===== src/hmi_frame_command_decoder_core_assert.svh =====
// Assertion macros for the HMI frame command decoder.
// Included by the top level; the including module provides clock and reset.
`ifndef HMI_FRAME_COMMAND_DECODER_CORE_ASSERT_SVH
`define HMI_FRAME_COMMAND_DECODER_CORE_ASSERT_SVH

`ifndef NO_ASSERTIONS

// Same-cycle implication, disabled during reset.
`define HFCD_ASSERT_NOW(label, ante, cons) \
   label: assert property (@(posedge clock) disable iff (reset) (ante) |-> (cons)) \
      else $error("hfcd same-cycle check failed");

// Next-cycle implication, disabled during reset.
`define HFCD_ASSERT_NEXT(label, ante, cons) \
   label: assert property (@(posedge clock) disable iff (reset) (ante) |=> (cons)) \
      else $error("hfcd next-cycle check failed");

`else

`define HFCD_ASSERT_NOW(label, ante, cons)
`define HFCD_ASSERT_NEXT(label, ante, cons)

`endif

`endif


===== src/hfcd_pkg.sv =====
// Shared types and constants of the HMI frame command decoder.
// No dependencies; used by the channel interfaces and the top level.
package hfcd_pkg;

   localparam int unsigned BYTE_W     = 8;
   localparam int unsigned WORD_W     = 16;
   localparam int unsigned CODE_W     = 3;
   localparam int unsigned HEAD_DEPTH = 12;
   localparam int unsigned TAIL_DEPTH = 4;
   localparam int unsigned SP_DEPTH   = 4;

   // Frames longer than this are flagged as overflowed (range 17 to 255).
   localparam logic [BYTE_W-1:0] FRAME_BUF_LEN = 8'd64;
   localparam logic [BYTE_W-1:0] MIN_FRAME_LEN = 8'd5;

   // Frame framing bytes.
   localparam logic [BYTE_W-1:0] HDR_SOF   = 8'hEE;
   localparam logic [BYTE_W-1:0] HDR_CMD   = 8'hB1;
   localparam logic [BYTE_W-1:0] HDR_SUB   = 8'h11;
   localparam logic [BYTE_W-1:0] TAIL_FF   = 8'hFF;
   localparam logic [BYTE_W-1:0] TAIL_FC   = 8'hFC;
   localparam logic [BYTE_W-1:0] TYPE_LOW  = 8'h10;
   localparam logic [BYTE_W-1:0] TYPE_HIGH = 8'h14;
   localparam logic [BYTE_W-1:0] ASCII_ZERO = 8'h30;
   localparam logic [BYTE_W-1:0] STATE_ON  = 8'h01;
   localparam logic [BYTE_W-1:0] PAGE_MAIN = 8'h00;
   localparam logic [BYTE_W-1:0] PAGE_SET  = 8'h01;

   // Control ids.
   localparam logic [BYTE_W-1:0] ID_MAIN_POWER = 8'h54;
   localparam logic [BYTE_W-1:0] ID_POWER      = 8'h29;
   localparam logic [BYTE_W-1:0] ID_INV_SW     = 8'h03;
   localparam logic [BYTE_W-1:0] ID_MODE_A     = 8'h04;
   localparam logic [BYTE_W-1:0] ID_MODE_B     = 8'h05;
   localparam logic [BYTE_W-1:0] ID_SPEED_LO   = 8'h0E;
   localparam logic [BYTE_W-1:0] ID_SPEED_MID  = 8'h0F;
   localparam logic [BYTE_W-1:0] ID_SPEED_HI   = 8'h10;
   localparam logic [BYTE_W-1:0] ID_SW_40      = 8'h0D;
   localparam logic [BYTE_W-1:0] ID_SW_80      = 8'h08;
   localparam logic [BYTE_W-1:0] ID_SW_100     = 8'h07;
   localparam logic [BYTE_W-1:0] ID_SW_400     = 8'h06;
   localparam logic [BYTE_W-1:0] ID_TEMP       = 8'h09;
   localparam logic [BYTE_W-1:0] ID_CO2        = 8'h0A;
   localparam logic [BYTE_W-1:0] ID_PM25       = 8'h0B;
   localparam logic [BYTE_W-1:0] ID_VOC        = 8'h0C;

   // Switch word bit masks.
   localparam logic [WORD_W-1:0] SW_SPEED_LO  = 16'h0001;
   localparam logic [WORD_W-1:0] SW_SPEED_MID = 16'h0002;
   localparam logic [WORD_W-1:0] SW_SPEED_HI  = 16'h0004;
   localparam logic [WORD_W-1:0] SW_POWER     = 16'h0010;
   localparam logic [WORD_W-1:0] SW_INV       = 16'h0020;
   localparam logic [WORD_W-1:0] SW_40        = 16'h0040;
   localparam logic [WORD_W-1:0] SW_80        = 16'h0080;
   localparam logic [WORD_W-1:0] SW_100       = 16'h0100;
   localparam logic [WORD_W-1:0] SW_400       = 16'h0400;
   localparam logic [WORD_W-1:0] SW_MODE_A    = 16'h1000;
   localparam logic [WORD_W-1:0] SW_MODE_B    = 16'h2000;

   // Setpoint store slots.
   localparam int unsigned SP_TEMP = 0;
   localparam int unsigned SP_PM25 = 1;
   localparam int unsigned SP_CO2  = 2;
   localparam int unsigned SP_VOC  = 3;

   // Text frame lengths that carry 2, 3 or 4 digits.
   localparam logic [BYTE_W-1:0] LEN_2DIG = 8'd15;
   localparam logic [BYTE_W-1:0] LEN_3DIG = 8'd16;
   localparam logic [BYTE_W-1:0] LEN_4DIG = 8'd17;

   typedef enum logic [CODE_W-1:0] {
      FUNC_INVALID = 3'd0,
      FUNC_BUTTON  = 3'd1,
      FUNC_TEXT    = 3'd2,
      FUNC_CTRL3   = 3'd3,
      FUNC_CTRL4   = 3'd4,
      FUNC_CTRL5   = 3'd5
   } func_code_type;

   typedef logic [BYTE_W-1:0] byte_type;
   typedef logic [WORD_W-1:0] word_type;

endpackage


===== src/hfcd_req_if.sv =====
// Input byte channel of the HMI frame command decoder.
// Depends on hfcd_pkg for field widths.
interface hfcd_req_if;
   import hfcd_pkg::*;

   logic                valid;
   logic                ready;
   logic [BYTE_W-1:0]   rx_byte;
   logic                frame_end;

   modport source (output valid, output rx_byte, output frame_end, input ready);
   modport sink   (input valid, input rx_byte, input frame_end, output ready);
endinterface


===== src/hfcd_rsp_if.sv =====
// Result channel of the HMI frame command decoder.
// Depends on hfcd_pkg for field widths.
interface hfcd_rsp_if;
   import hfcd_pkg::*;

   logic                valid;
   logic                ready;
   logic [CODE_W-1:0]   func_code;
   logic [WORD_W-1:0]   switch_bits;
   logic [WORD_W-1:0]   temp_setpoint;
   logic [WORD_W-1:0]   pm25_setpoint;
   logic [WORD_W-1:0]   co2_setpoint;
   logic [WORD_W-1:0]   voc_setpoint;

   modport source (output valid, output func_code, output switch_bits,
                   output temp_setpoint, output pm25_setpoint, output co2_setpoint,
                   output voc_setpoint, input ready);
   modport sink   (input valid, input func_code, input switch_bits,
                   input temp_setpoint, input pm25_setpoint, input co2_setpoint,
                   input voc_setpoint, output ready);
endinterface


===== src/hmi_frame_command_decoder_core.sv =====
// HMI frame command decoder, top level.
// Depends on hfcd_pkg, hfcd_req_if, hfcd_rsp_if and the assertion macro header.
//
// Usage:
// The req channel carries one received frame byte per transaction, with
// frame_end marking the last byte of a frame. The rsp channel carries one
// transaction per frame: the function code (0 for an invalid, short,
// overlong or unknown frame) and the switch word and four setpoints as they
// stand after that frame. Bytes that carry no frame end produce nothing.
// A frame's bytes are captured in the frame registers, and the frame is
// decoded into the result register as soon as that register is free.
// Throughput: one byte per cycle while req_ch.ready is high; the frame
// is decoded in one pass of shallow logic between the frame registers and
// the result register, while the next frame's first byte is taken.
// Stalls: a waiting result sits in the result register and bytes keep
// flowing in. Only when a frame is pending and the result register
// is still full and not being taken does req_ch.ready drop for that cycle.
// Reset (synchronous, active high) clears the switch word, the setpoints,
// the frame state and the result valid flag; the block accepts bytes in
// the first cycle after reset.
`include "hmi_frame_command_decoder_core_assert.svh"

module hmi_frame_command_decoder_core (
   input logic          clock,
   input logic          reset,
   hfcd_req_if.sink     req_ch,
   hfcd_rsp_if.source   rsp_ch
);
   import hfcd_pkg::*;

   // Frame capture registers.
   byte_type                  head_ff [HEAD_DEPTH];
   byte_type                  head_in [HEAD_DEPTH];
   byte_type                  tail_ff [TAIL_DEPTH];
   byte_type                  tail_in [TAIL_DEPTH];
   logic [BYTE_W-1:0]         count_ff, count_in;
   logic                      ovf_ff, ovf_in;
   logic                      in_frame_ff, in_frame_in;
   logic                      pend_ff, pend_in;

   // Architectural state.
   word_type                  switch_ff, switch_in;
   word_type                  sp_ff [SP_DEPTH];
   word_type                  sp_in [SP_DEPTH];

   // Result register.
   logic                      rsp_valid_ff, rsp_valid_in;
   func_code_type             code_ff, code_in;
   word_type                  rsp_switch_ff;
   word_type                  rsp_sp_ff [SP_DEPTH];

   logic                      req_fire;
   logic                      out_load;
   logic                      dec_fire;

   // Frame capture side.
   logic                      start;
   logic [BYTE_W-1:0]         base_count;
   logic                      full;

   // Decode side.
   logic                      hdr_ok, tail_ok, type_ok, frame_ok;
   logic                      btn_on;
   byte_type                  ctrl_id;
   word_type                  dig0, dig1, dig2, dig3;
   word_type                  val2, val3, val4;
   word_type                  text_val;
   logic                      text_len_ok;

   function automatic word_type drive(input word_type w, input word_type m, input logic on);
      drive = on ? (w | m) : (w & ~m);
   endfunction

   function automatic word_type digit(input byte_type b);
      digit = {{(WORD_W-BYTE_W){1'b0}}, b} - {{(WORD_W-BYTE_W){1'b0}}, ASCII_ZERO};
   endfunction

   function automatic word_type times10(input word_type v);
      times10 = (v << 3) + (v << 1);
   endfunction

   // Handshake control. A pending frame decodes as soon as the result
   // register can take it; input stalls only while that is blocked.
   assign out_load     = !rsp_valid_ff || rsp_ch.ready;
   assign dec_fire     = pend_ff && out_load;
   assign req_ch.ready = !pend_ff || out_load;
   assign req_fire     = req_ch.valid && req_ch.ready;

   // Byte capture: the first byte of a frame starts from a cleared head
   // buffer and a zero count. Bytes past the buffer length only set the
   // overflow flag; the tail window always shifts.
   always_comb begin
      start       = !in_frame_ff;
      base_count  = start ? '0 : count_ff;
      full        = base_count >= FRAME_BUF_LEN;
      count_in    = full ? base_count : base_count + 8'd1;
      ovf_in      = (start ? 1'b0 : ovf_ff) | full;
      in_frame_in = !req_ch.frame_end;
      for (int i = 0; i < HEAD_DEPTH; i++) begin
         head_in[i] = start ? '0 : head_ff[i];
         if (!full && base_count == BYTE_W'(i)) begin
            head_in[i] = req_ch.rx_byte;
         end
      end
      for (int i = 0; i < TAIL_DEPTH - 1; i++) begin
         tail_in[i] = tail_ff[i+1];
      end
      tail_in[TAIL_DEPTH-1] = req_ch.rx_byte;
      if (req_fire) begin
         pend_in = req_ch.frame_end;
      end else if (dec_fire) begin
         pend_in = 1'b0;
      end else begin
         pend_in = pend_ff;
      end
   end

   // Frame check and digit conversion.
   always_comb begin
      hdr_ok   = head_ff[0] == HDR_SOF && head_ff[1] == HDR_CMD && head_ff[2] == HDR_SUB;
      tail_ok  = tail_ff[0] == TAIL_FF && tail_ff[1] == TAIL_FC &&
                 tail_ff[2] == TAIL_FF && tail_ff[3] == TAIL_FF;
      type_ok  = head_ff[7] >= TYPE_LOW && head_ff[7] <= TYPE_HIGH;
      frame_ok = !ovf_ff && count_ff >= MIN_FRAME_LEN && hdr_ok && tail_ok && type_ok;
      btn_on   = head_ff[9] == STATE_ON;
      ctrl_id  = head_ff[6];

      // Digits are taken modulo 2^16 at every step, as wrapping is exact.
      dig0 = digit(head_ff[8]);
      dig1 = digit(head_ff[9]);
      dig2 = digit(head_ff[10]);
      dig3 = digit(head_ff[11]);
      val2 = times10(dig0) + dig1;
      val3 = times10(val2) + dig2;
      val4 = times10(val3) + dig3;

      text_len_ok = 1'b1;
      if (count_ff == LEN_2DIG) begin
         text_val = val2;
      end else if (count_ff == LEN_3DIG) begin
         text_val = val3;
      end else if (count_ff == LEN_4DIG) begin
         text_val = val4;
      end else begin
         text_val    = val2;
         text_len_ok = 1'b0;
      end
   end

   // Command execution on the frame's end.
   always_comb begin
      switch_in = switch_ff;
      for (int i = 0; i < SP_DEPTH; i++) begin
         sp_in[i] = sp_ff[i];
      end
      code_in = FUNC_INVALID;

      if (frame_ok) begin
         code_in = func_code_type'(head_ff[7][CODE_W-1:0] + 3'd1);
      end

      if (frame_ok && code_in == FUNC_BUTTON &&
          head_ff[3] == PAGE_MAIN && head_ff[5] == PAGE_MAIN) begin
         if (head_ff[4] == PAGE_MAIN) begin
            if (ctrl_id == ID_MAIN_POWER) begin
               switch_in = drive(switch_ff, SW_POWER, btn_on);
            end
         end else if (head_ff[4] == PAGE_SET) begin
            case (ctrl_id)
               ID_POWER:     switch_in = drive(switch_ff, SW_POWER, btn_on);
               ID_INV_SW:    switch_in = drive(switch_ff, SW_INV, !btn_on);
               ID_MODE_A: begin
                  if (btn_on) begin
                     switch_in = (switch_ff & ~SW_MODE_B) | SW_MODE_A;
                  end else begin
                     switch_in = switch_ff & ~SW_MODE_A;
                  end
               end
               ID_MODE_B: begin
                  if (btn_on) begin
                     switch_in = (switch_ff & ~SW_MODE_A) | SW_MODE_B;
                  end else begin
                     switch_in = switch_ff & ~SW_MODE_B;
                  end
               end
               ID_SPEED_LO:
                  switch_in = (switch_ff & ~(SW_SPEED_MID | SW_SPEED_HI)) | SW_SPEED_LO;
               ID_SPEED_MID:
                  switch_in = (switch_ff & ~(SW_SPEED_LO | SW_SPEED_HI)) | SW_SPEED_MID;
               ID_SPEED_HI:
                  switch_in = (switch_ff & ~(SW_SPEED_LO | SW_SPEED_MID)) | SW_SPEED_HI;
               ID_SW_40:     switch_in = drive(switch_ff, SW_40, btn_on);
               ID_SW_80:     switch_in = drive(switch_ff, SW_80, btn_on);
               ID_SW_100:    switch_in = drive(switch_ff, SW_100, btn_on);
               ID_SW_400:    switch_in = drive(switch_ff, SW_400, btn_on);
               default:      switch_in = switch_ff;
            endcase
         end
      end

      if (frame_ok && code_in == FUNC_TEXT && head_ff[3] == PAGE_MAIN &&
          head_ff[4] == PAGE_SET && head_ff[5] == PAGE_MAIN) begin
         case (ctrl_id)
            ID_TEMP: sp_in[SP_TEMP] = val2;
            ID_CO2: begin
               if (text_len_ok) begin
                  sp_in[SP_CO2] = text_val;
               end
            end
            ID_PM25: begin
               if (text_len_ok) begin
                  sp_in[SP_PM25] = text_val;
               end
            end
            ID_VOC: begin
               if (text_len_ok) begin
                  sp_in[SP_VOC] = text_val;
               end
            end
            default: sp_in[SP_TEMP] = sp_ff[SP_TEMP];
         endcase
      end

      rsp_valid_in = dec_fire || (rsp_valid_ff && !rsp_ch.ready);
   end

   // Control and architectural state.
   always_ff @(posedge clock) begin
      if (reset) begin
         count_ff     <= '0;
         ovf_ff       <= 1'b0;
         in_frame_ff  <= 1'b0;
         pend_ff      <= 1'b0;
         switch_ff    <= '0;
         rsp_valid_ff <= 1'b0;
         for (int i = 0; i < TAIL_DEPTH; i++) begin
            tail_ff[i] <= '0;
         end
         for (int i = 0; i < SP_DEPTH; i++) begin
            sp_ff[i] <= '0;
         end
      end else begin
         pend_ff      <= pend_in;
         rsp_valid_ff <= rsp_valid_in;
         if (req_fire) begin
            count_ff    <= count_in;
            ovf_ff      <= ovf_in;
            in_frame_ff <= in_frame_in;
            for (int i = 0; i < TAIL_DEPTH; i++) begin
               tail_ff[i] <= tail_in[i];
            end
         end
         if (dec_fire) begin
            switch_ff <= switch_in;
            for (int i = 0; i < SP_DEPTH; i++) begin
               sp_ff[i] <= sp_in[i];
            end
         end
      end
   end

   // Payload registers: the head buffer is cleared at every frame start.
   always_ff @(posedge clock) begin
      if (req_fire) begin
         for (int i = 0; i < HEAD_DEPTH; i++) begin
            head_ff[i] <= head_in[i];
         end
      end
      if (dec_fire) begin
         code_ff       <= code_in;
         rsp_switch_ff <= switch_in;
         for (int i = 0; i < SP_DEPTH; i++) begin
            rsp_sp_ff[i] <= sp_in[i];
         end
      end
   end

   assign rsp_ch.valid         = rsp_valid_ff;
   assign rsp_ch.func_code     = code_ff;
   assign rsp_ch.switch_bits   = rsp_switch_ff;
   assign rsp_ch.temp_setpoint = rsp_sp_ff[SP_TEMP];
   assign rsp_ch.pm25_setpoint = rsp_sp_ff[SP_PM25];
   assign rsp_ch.co2_setpoint  = rsp_sp_ff[SP_CO2];
   assign rsp_ch.voc_setpoint  = rsp_sp_ff[SP_VOC];

   // A decoded frame always lands in the result register.
   `HFCD_ASSERT_NEXT(a_decode_loads_result, dec_fire, rsp_valid_ff)
   // The frame registers are never overwritten under a blocked decode.
   `HFCD_ASSERT_NOW(a_no_capture_over_pending, pend_ff && !out_load, !req_fire)
   // The switch word moves only when a frame is decoded.
   `HFCD_ASSERT_NEXT(a_switch_only_on_decode, !reset && !dec_fire, $stable(switch_ff))
   // An overflowed frame has its count pinned at the buffer length.
   `HFCD_ASSERT_NOW(a_overflow_count, ovf_ff, count_ff == FRAME_BUF_LEN)

endmodule


===== src/flat_wrapper.sv =====
// flat-port wrapper written by rule: the top's interface ports become plain ports
module hmi_frame_command_decoder_core_flat import hfcd_pkg::*;
  (clock, reset, req_ch_valid, req_ch_rx_byte, req_ch_frame_end, req_ch_ready, rsp_ch_valid, rsp_ch_func_code, rsp_ch_switch_bits, rsp_ch_temp_setpoint, rsp_ch_pm25_setpoint, rsp_ch_co2_setpoint, rsp_ch_voc_setpoint, rsp_ch_ready);
  hfcd_req_if req_ch_i ();
  hfcd_rsp_if rsp_ch_i ();
  input logic clock;
  input logic reset;
  input wire logic [$bits(req_ch_i.valid)-1:0] req_ch_valid;
  input wire logic [$bits(req_ch_i.rx_byte)-1:0] req_ch_rx_byte;
  input wire logic [$bits(req_ch_i.frame_end)-1:0] req_ch_frame_end;
  output wire logic [$bits(req_ch_i.ready)-1:0] req_ch_ready;
  output wire logic [$bits(rsp_ch_i.valid)-1:0] rsp_ch_valid;
  output wire logic [$bits(rsp_ch_i.func_code)-1:0] rsp_ch_func_code;
  output wire logic [$bits(rsp_ch_i.switch_bits)-1:0] rsp_ch_switch_bits;
  output wire logic [$bits(rsp_ch_i.temp_setpoint)-1:0] rsp_ch_temp_setpoint;
  output wire logic [$bits(rsp_ch_i.pm25_setpoint)-1:0] rsp_ch_pm25_setpoint;
  output wire logic [$bits(rsp_ch_i.co2_setpoint)-1:0] rsp_ch_co2_setpoint;
  output wire logic [$bits(rsp_ch_i.voc_setpoint)-1:0] rsp_ch_voc_setpoint;
  input wire logic [$bits(rsp_ch_i.ready)-1:0] rsp_ch_ready;
  assign req_ch_i.valid = req_ch_valid;
  assign req_ch_i.rx_byte = req_ch_rx_byte;
  assign req_ch_i.frame_end = req_ch_frame_end;
  assign req_ch_ready = req_ch_i.ready;
  assign rsp_ch_valid = rsp_ch_i.valid;
  assign rsp_ch_func_code = rsp_ch_i.func_code;
  assign rsp_ch_switch_bits = rsp_ch_i.switch_bits;
  assign rsp_ch_temp_setpoint = rsp_ch_i.temp_setpoint;
  assign rsp_ch_pm25_setpoint = rsp_ch_i.pm25_setpoint;
  assign rsp_ch_co2_setpoint = rsp_ch_i.co2_setpoint;
  assign rsp_ch_voc_setpoint = rsp_ch_i.voc_setpoint;
  assign rsp_ch_i.ready = rsp_ch_ready;
  hmi_frame_command_decoder_core u_core (.clock(clock), .reset(reset), .req_ch(req_ch_i), .rsp_ch(rsp_ch_i));
endmodule

===== config.mk =====
export PLATFORM = sky130hd
export DESIGN_NAME = hmi_frame_command_decoder_core_flat
export DESIGN_NICKNAME = d
export VERILOG_FILES = /design/src/hfcd_pkg.sv /design/src/hfcd_req_if.sv /design/src/hfcd_rsp_if.sv /design/src/hmi_frame_command_decoder_core.sv /design/src/flat_wrapper.sv
export VERILOG_INCLUDE_DIRS = /design/src /design/src/src
export SDC_FILE = /design/constraint.sdc
export NUM_CORES = 1
export LEC_CHECK = 0
export ABC_CLOCK_PERIOD_IN_PS = 14850
export BUFFER_PORTS_ARGS = -buffer_cell sky130_fd_sc_hd__buf_4
export CAP_MARGIN = 20
export CORE_MARGIN = 2
export CORE_UTILIZATION = 40
export CTS_CLUSTER_SIZE = 16
export DETAILED_ROUTE_END_ITERATION = 7
export PLACE_DENSITY = 0.66
export RECOVER_POWER = 100
export SYNTH_ARGS = -nofsm -noshare
export SYNTH_HDL_FRONTEND = slang
export SYNTH_SLANG_ARGS = --single-unit
export TNS_END_PERCENT = 5

===== constraint.sdc =====
create_clock -name clock -period 14.85 [get_ports clock]
set_clock_uncertainty 0.2 [all_clocks]
set_input_delay 1.485 -clock clock [delete_from_list [all_inputs] [get_ports clock]]
set_output_delay 1.485 -clock clock [all_outputs]
set_load 0.02 [all_outputs]

## Word level (Yosys, flattened, before mapping)

Memories as Yosys holds them, arrays and structs flattened.
Index checks and enable logic that the tools add are counted.

- $add $sub $neg: 12
- Magnitude comparators: 4
- Equality and inequality tests: 41
- Mux-type cells: 75
- Bitwise operators: 9
- Reduce and logical (&&, ||, !) cells: 46

Operators with widths:

| kind | count |
|---|---|
| $mux W8 | 31 |
| $mux W16 | 14 |
| $pmux W14 S11 | 1 |
| $eq A8 B4 Y1 const B | 13 |
| $add A16 B16 Y16 | 6 |
| $mux W14 | 5 |
| $eq A8 B3 Y1 const B | 8 |
| $mux W64 | 1 |
| $eq A8 B8 Y1 const B | 6 |
| $sub A8 B6 Y9 const B | 4 |
| $eq A8 B5 Y1 const B | 4 |
| $logic_and A1 B1 Y1 | 32 |
| $logic_not A8 Y1 | 4 |
| $eq A8 B1 Y1 const B | 3 |
| $eq A8 B2 Y1 const B | 3 |
| $mux W1 | 16 |
| $mux W11 | 1 |
| $mux W5 | 2 |
| $mux W9 | 1 |
| $or A1 B1 Y1 | 9 |
| $add A8 B1 Y8 const B | 1 |
| $eq A8 B6 Y1 const B | 1 |
| $eq A8 B7 Y1 const B | 1 |
| $ge A8 B3 Y1 const B | 1 |
| 12 further kinds | 19 |

- Bits in registers: 47
- Memory bits (writable): 256
- Bits of input ports: 13
- Output and inout port bits: 85
- Memories kept: 4

Memories:

| name | depth | bits a word | read ports | clocked after memory_dff | write ports | RTL line | text |
|---|---|---|---|---|---|---|---|
| u_core.head_ff | 12 | 8 | 12 | 0 | 12 | hmi_frame_command_decoder_core.sv:32 | `byte_type head_ff [HEAD_DEPTH];` |
| u_core.rsp_sp_ff | 4 | 16 | 4 | 0 | 4 | hmi_frame_command_decoder_core.sv:50 | `word_type rsp_sp_ff [SP_DEPTH];` |
| u_core.sp_ff | 4 | 16 | 4 | 0 | 4 | hmi_frame_command_decoder_core.sv:43 | `word_type sp_ff [SP_DEPTH];` |
| u_core.tail_ff | 4 | 8 | 4 | 0 | 4 | hmi_frame_command_decoder_core.sv:34 | `byte_type tail_ff [TAIL_DEPTH];` |

## Logic depth before layout (Yosys ltp)

- Word-level depth: 14
- Gate-level depth with buffers: 28
- Gate-level depth less buffers: 28

## Worst setup path before layout

No wires, ideal clock.

- Path type: flip-flop to flip-flop
- From: mem u_core.head_ff[2][12] in the netlist's numbering
- To: mem u_core.sp_ff[1][15] in the netlist's numbering, data pin
- Library setup time: 0.278 ns
- Arrival time: 6.630 ns
- Path slack: 7.743 ns
- Stages on the path, launching flop included: 28
- Path buffers: 0
- Clock period less this slack: 7.107 ns
- Cells stage by stage: edfxtp_1 inv_1 ha_1 fa_1 ha_1 inv_1 a21oi_1 or2_2 xor2_1 fa_1 ha_1 o21a_1 nor2_1 a21oi_1 a21oi_1 xnor2_1 inv_1 fa_1 inv_1 ha_1 a21oi_1 nand2_1 or4_1 a31o_2 a31oi_1 xnor3_1 mux2i_1 a211oi_1

RTL lines:

| what | RTL line |
|---|---|
| start, declared | hmi_frame_command_decoder_core.sv:32 |
| end, declared | hmi_frame_command_decoder_core.sv:43 |

==> summary.md <==
| Metric | Value |
|---|---|
| Length of the first detailed-routing pass in iterations | `5` |
| Peak clock frequency supported by timing | `around 130 MHz` |
| Clock slew seen by the registers of the worst setup and hold paths | `roughly 0.060 ns` |
| Synthesized area | `0.0159 mm^2` |
| Worst hold path type | `register to register` |
| Slowest library cell on the worst path | `sky130_fd_sc_hd__or3b_2` |
| Chip height | `a little over 200 um` |
| Max-slew violation count | `171` |
| Leakage power | `0.00648 uW` |
| Total of cells resized after clock tree synthesis | `0` |
| Parity-gate share of the synthesized area counting xor and xnor cells | `0.0241` |
| Fraction of registers with async set/reset | `0` |
| Final weighted congestion in routability-driven placement | `between 0.8 and 0.9` |
| Number of H-tree levels | `1` |
| Via count of the first global-routing pass | `roughly 11k` |
| Sequential share of the synthesized area | `0.541` |
| Number of antenna violations at the first check in global routing | `0` |
| Total global routing overflow | `0` |
| Total Wirelength | `35200 um` |
| Violations in the final reports | `max-capacitance violations, max-slew violations` |
| Multiplexer area fraction after synthesis | `0.0264` |
| Average detailed-routed wire length per instance | `17.6 um` |
| Synth top area share | `0.511` |
| PD cells | `between 200 and 250 mW/mm^2` |
| Chain of cells forming the critical path | `inv_1 -> ha_1 -> fa_1 -> ha_1 -> inv_1 -> o21bai_1 -> a21oi_1 -> xnor2_1 -> fa_1 -> ha_1 -> nor3_1 -> or3b_2 -> a22oi_1 -> fa_1 -> ha_1 -> nand3_1 -> nand2_1 -> or4_1 -> a31o_2 -> a31oi_1 -> xnor3_1 -> mux2i_1 -> a211oi_1` |
| Post-Synth Adder-Cell Area | `0.0862` |
| Post-route clock period utilization | `0.527` |
| Post-Synth Simple-Gate Area | `0.191` |
| Distinct cell type count after synthesis | `84` |
| Count of nets left with antenna violations after detail routing | `0` |
| Post-place instance area | `between 0.015 and 0.02 mm^2` |
| Normalized max-slew margin | `-1.55` |
| Unrepaired setup endpoints after global routing | `no` |
| Clock share of power | `0.192` |
| Placement row count | `72` |
| Setup crit start kind | `register` |
| Largest stage delay on the critical path | `~0.53 ns` |
| Clock net sink count | `just under 300` |
| Residual DRC | `0` |
| Hold-critical path endpoint | `u_core.switch_ff[0]` |
| Post-synthesis instance total | `about 1.4k` |
| Final Hold Violating Endpoints | `0` |
| Number of buffers added by the clock tree synthesis step | `31` |
| Hold path start | `u_core.switch_ff[0]` |
| Transition time at the pin with the least slew margin | `3.83 ns` |
| Routed vias/inst | `5.28` |
| Share of total power in sequential cells | `0.245` |
| Outcome | `finished, violations left` |
| Startpoint of the worst setup timing path | `u_core.head_ff[2][12]` |
| Worst Path Arrival | `7.89 ns` |
| Cell count of the worst reg-to-reg path | `23` |
| CTS Buffer Depth | `3` |
| Setup fix buffers added after clock tree synthesis | `0` |
| Worst hold path cell count | `2` |
| Most Frequent Cell on Critical Path | `sky130_fd_sc_hd__ha_1` |
| I/O pin total | `~100` |
| Critical R2R Launch | `u_core.head_ff[2][12]` |
| Clock tree from TritonCTS | `built` |
| Total inserted antenna cells | `0` |
| Total net switching power | `1540 uW` |
| Initial cell density of the core | `0.407` |
| Library cell with the largest summed area after synthesis | `sky130_fd_sc_hd__edfxtp_1` |
| Period minus WS final | `a little under 8 ns` |
| Peak supply drop | `between 300 and 400 uV` |
| Via count | `between 10k and 15k` |
| Synth Flop Type | `sky130_fd_sc_hd__edfxtp_1` |
| Crit end category | `register` |
| Required time of the critical path | `approximately 15 ns` |
| Placement-stage worst setup slack | `between 7 and 8 ns` |
| Setup WS post-layout | `between 7 and 8 ns` |
| Net switching fraction of the power | `0.394` |
| Layout cells sized above 1 | `0.0540` |
| Number of max-cap violations | `3` |
| Reg2reg end | `u_core.sp_ff[1][15]` |
| Layout filler cell count | `between 3k and 4k` |
| Internal Pwr Total | `between 2000 and 2500 uW` |
| First DRT Iteration DRCs | `637` |
| Worst Hold Margin | `0.282 ns` |
| Final HPWL from detailed placement | `~25000 um` |
| DIE AREA | `about 0.041 mm^2` |
| Setup slack on the worst flop-to-flop path | `approximately 7 ns` |
| Post-Syn Area per Cell | `11.5 um^2` |
| Syn-to-layout area delta | `11.1%` |
| First-pass GRT wire length | `between 50000 and 60000 um` |
| Synthesis warning total | `0` |
| Largest family of logic cells by synthesized area | `simple AND/OR/NAND/NOR gates` |
| Combinational cell fraction of total power | `0.563` |
| Area inside the core boundary | `between 0.03 and 0.04 mm^2` |
| Setup TNS Final | `0 ns` |
| Width of the die | `203 um` |
| Maximum number of pins on one net before global-route repair | `73` |
| Post-Layout Inst Area | `between 0.015 and 0.02 mm^2` |
| EDFF count, synth | `270` |
| Library cell used as clock root buffer | `sky130_fd_sc_hd__clkbuf_16` |
| Count of buffers from port buffering | `between 90 and 100` |
| Share of the synthesized area in compound gates (AO/OA/AOI/OAI) | `0.0960` |
| Largest cells by area after synthesis | `sky130_fd_sc_hd__edfxtp_1 (51%), sky130_fd_sc_hd__and2_1 (7.1%), sky130_fd_sc_hd__ha_1 (4.6%)` |
| Number of flip-flops and latches in the synthesized netlist | `293` |
| Hold_buf cts | `0` |
| Post-layout util | `0.452` |
| Global-route total usage across every layer | `0.171` |
| Fin nets | `roughly 1.6k` |
| Worst Path Class, Setup | `register to register` |
| Setup-failing EPs final | `0` |
| Crit-path max FO | `6` |
| Clock insertion delay at the later pin of the skew report | `0.57 ns` |
[placed cells by master, fill, tap and decap left out, types with 21 or more instances in the layout]
cell type                   synthesis  final
sky130_fd_sc_hd__a21oi_1           60     60
sky130_fd_sc_hd__and2_0             2    121
sky130_fd_sc_hd__and2_1           180     61
sky130_fd_sc_hd__clkbuf_1          42     92
sky130_fd_sc_hd__clkbuf_16          0     33
sky130_fd_sc_hd__dfxtp_1           23     23
sky130_fd_sc_hd__edfxtp_1         270    270
sky130_fd_sc_hd__fa_1              32     32
sky130_fd_sc_hd__ha_1              58     58
sky130_fd_sc_hd__inv_1             82     81
sky130_fd_sc_hd__mux2_1             0     21
sky130_fd_sc_hd__nand2_1          109    109
sky130_fd_sc_hd__nand3_1           23     23
sky130_fd_sc_hd__nand4_1           21     25
sky130_fd_sc_hd__nor2_1            74     73
sky130_fd_sc_hd__nor3_1            25     27
sky130_fd_sc_hd__o21a_1            21     21
sky130_fd_sc_hd__o21ai_0           43     53
sky130_fd_sc_hd__xnor2_1           31     31
[routing by layer]
layer / share of wire / global-route usage / vias to the layer above
li1: - / - / 5126
met1: 0.44 / 0.218 / 5172
met2: 0.50 / 0.305 / 200
met3: 0.035 / 0.0225 / 53
met4: 0.024 / 0.0435 / 0
met5: 0 / 0 / -
[kinds of logic (layout without fill, tap and decap cells)]
group,count (synthesis),count (layout)
AOI/OAI and AO/OA,231,231
xor gates and xnor gates,42,42
adders and majority gates,90,90
buffers and inverters,142,240
DFF,293,293
muxes,36,36
other,1,5
and+or+nand+nor,544,544
[stage by stage]
step | instances | power [uW]
floorplan | 1383 | 2730
global placement | 1944 | 3120
detailed placement | 1944 | 3160
CTS | 1999 | 3930
global route | 1999 | 4200
finish | 1999 | 3910
[registers in the layout, indices dropped and copies added (netlist names)]
signal / cells
u_core.head_ff: 96
u_core.switch_ff: 11
u_core.sp_ff: 64
u_core.in_frame_ff: 1
u_core.rsp_ch.switch_bits: 11
u_core.rsp_sp_ff: 64
u_core.ovf_ff: 1
u_core.pend_ff: 1
u_core.tail_ff: 32
u_core.rsp_ch.valid: 1
u_core.rsp_ch.func_code: 3
u_core.count_ff: 8
[power by group through the flow]
stage	logic, uW	clock network [uW]	registers (uW)
after floorplan	1760	0	975
after global placement	2140	0	973
after detailed placement	2180	0	974
after CTS	2210	767	957
after global routing	2440	795	962
final	2200	752	958
[cell type report]
type,instances,area (um^2),share of cell area
Clock inverter,11,80.1,0.00455
Sequential cell,293,8570,0.487
Multi-Input combinational cell,948,6650,0.378
Tap cell,518,648,0.0368
Timing Repair Buffer,99,420,0.0239
Clock buffer,44,917,0.0521
Inverter,86,324,0.0184
[worst max path at each step]
stage / to / slack, ns
2_1_floorplan: u_core.sp_ff[1][15] / 7.74
3_3_place_gp: u_core.sp_ff[3][15] / 7.30
3_5_place_dp: u_core.sp_ff[1][15] / 7.05
4_1_cts: u_core.sp_ff[1][15] / 7.00
5_1_grt: u_core.sp_ff[1][15] / 6.50
6_report: u_core.sp_ff[1][15] / 7.02
[critical path, delay by kind of cell, from the launching register on]
family | cells | cell delay [ns]
fa+ha+maj | 7 | 2.70
xor+xnor | 2 | 0.83
flops | 1 | 0.41
simple gates | 5 | 1.57
mux | 1 | 0.39
buf+inv | 2 | 0.13
compound gates | 6 | 1.28
[cells in the mapped netlist, types with 21 or more instances]
master and number:
sky130_fd_sc_hd__edfxtp_1 270, sky130_fd_sc_hd__and2_1 180, sky130_fd_sc_hd__nand2_1 109, sky130_fd_sc_hd__inv_1 82, sky130_fd_sc_hd__nor2_1 74, sky130_fd_sc_hd__a21oi_1 60
sky130_fd_sc_hd__ha_1 58, sky130_fd_sc_hd__o21ai_0 43, sky130_fd_sc_hd__clkbuf_1 42, sky130_fd_sc_hd__fa_1 32, sky130_fd_sc_hd__xnor2_1 31, sky130_fd_sc_hd__nor3_1 25
sky130_fd_sc_hd__dfxtp_1 23, sky130_fd_sc_hd__nand3_1 23, sky130_fd_sc_hd__mux2_2 22, sky130_fd_sc_hd__nand4_1 21, sky130_fd_sc_hd__o21a_1 21
No activity file was read; power rests on OpenSTA's default activity.
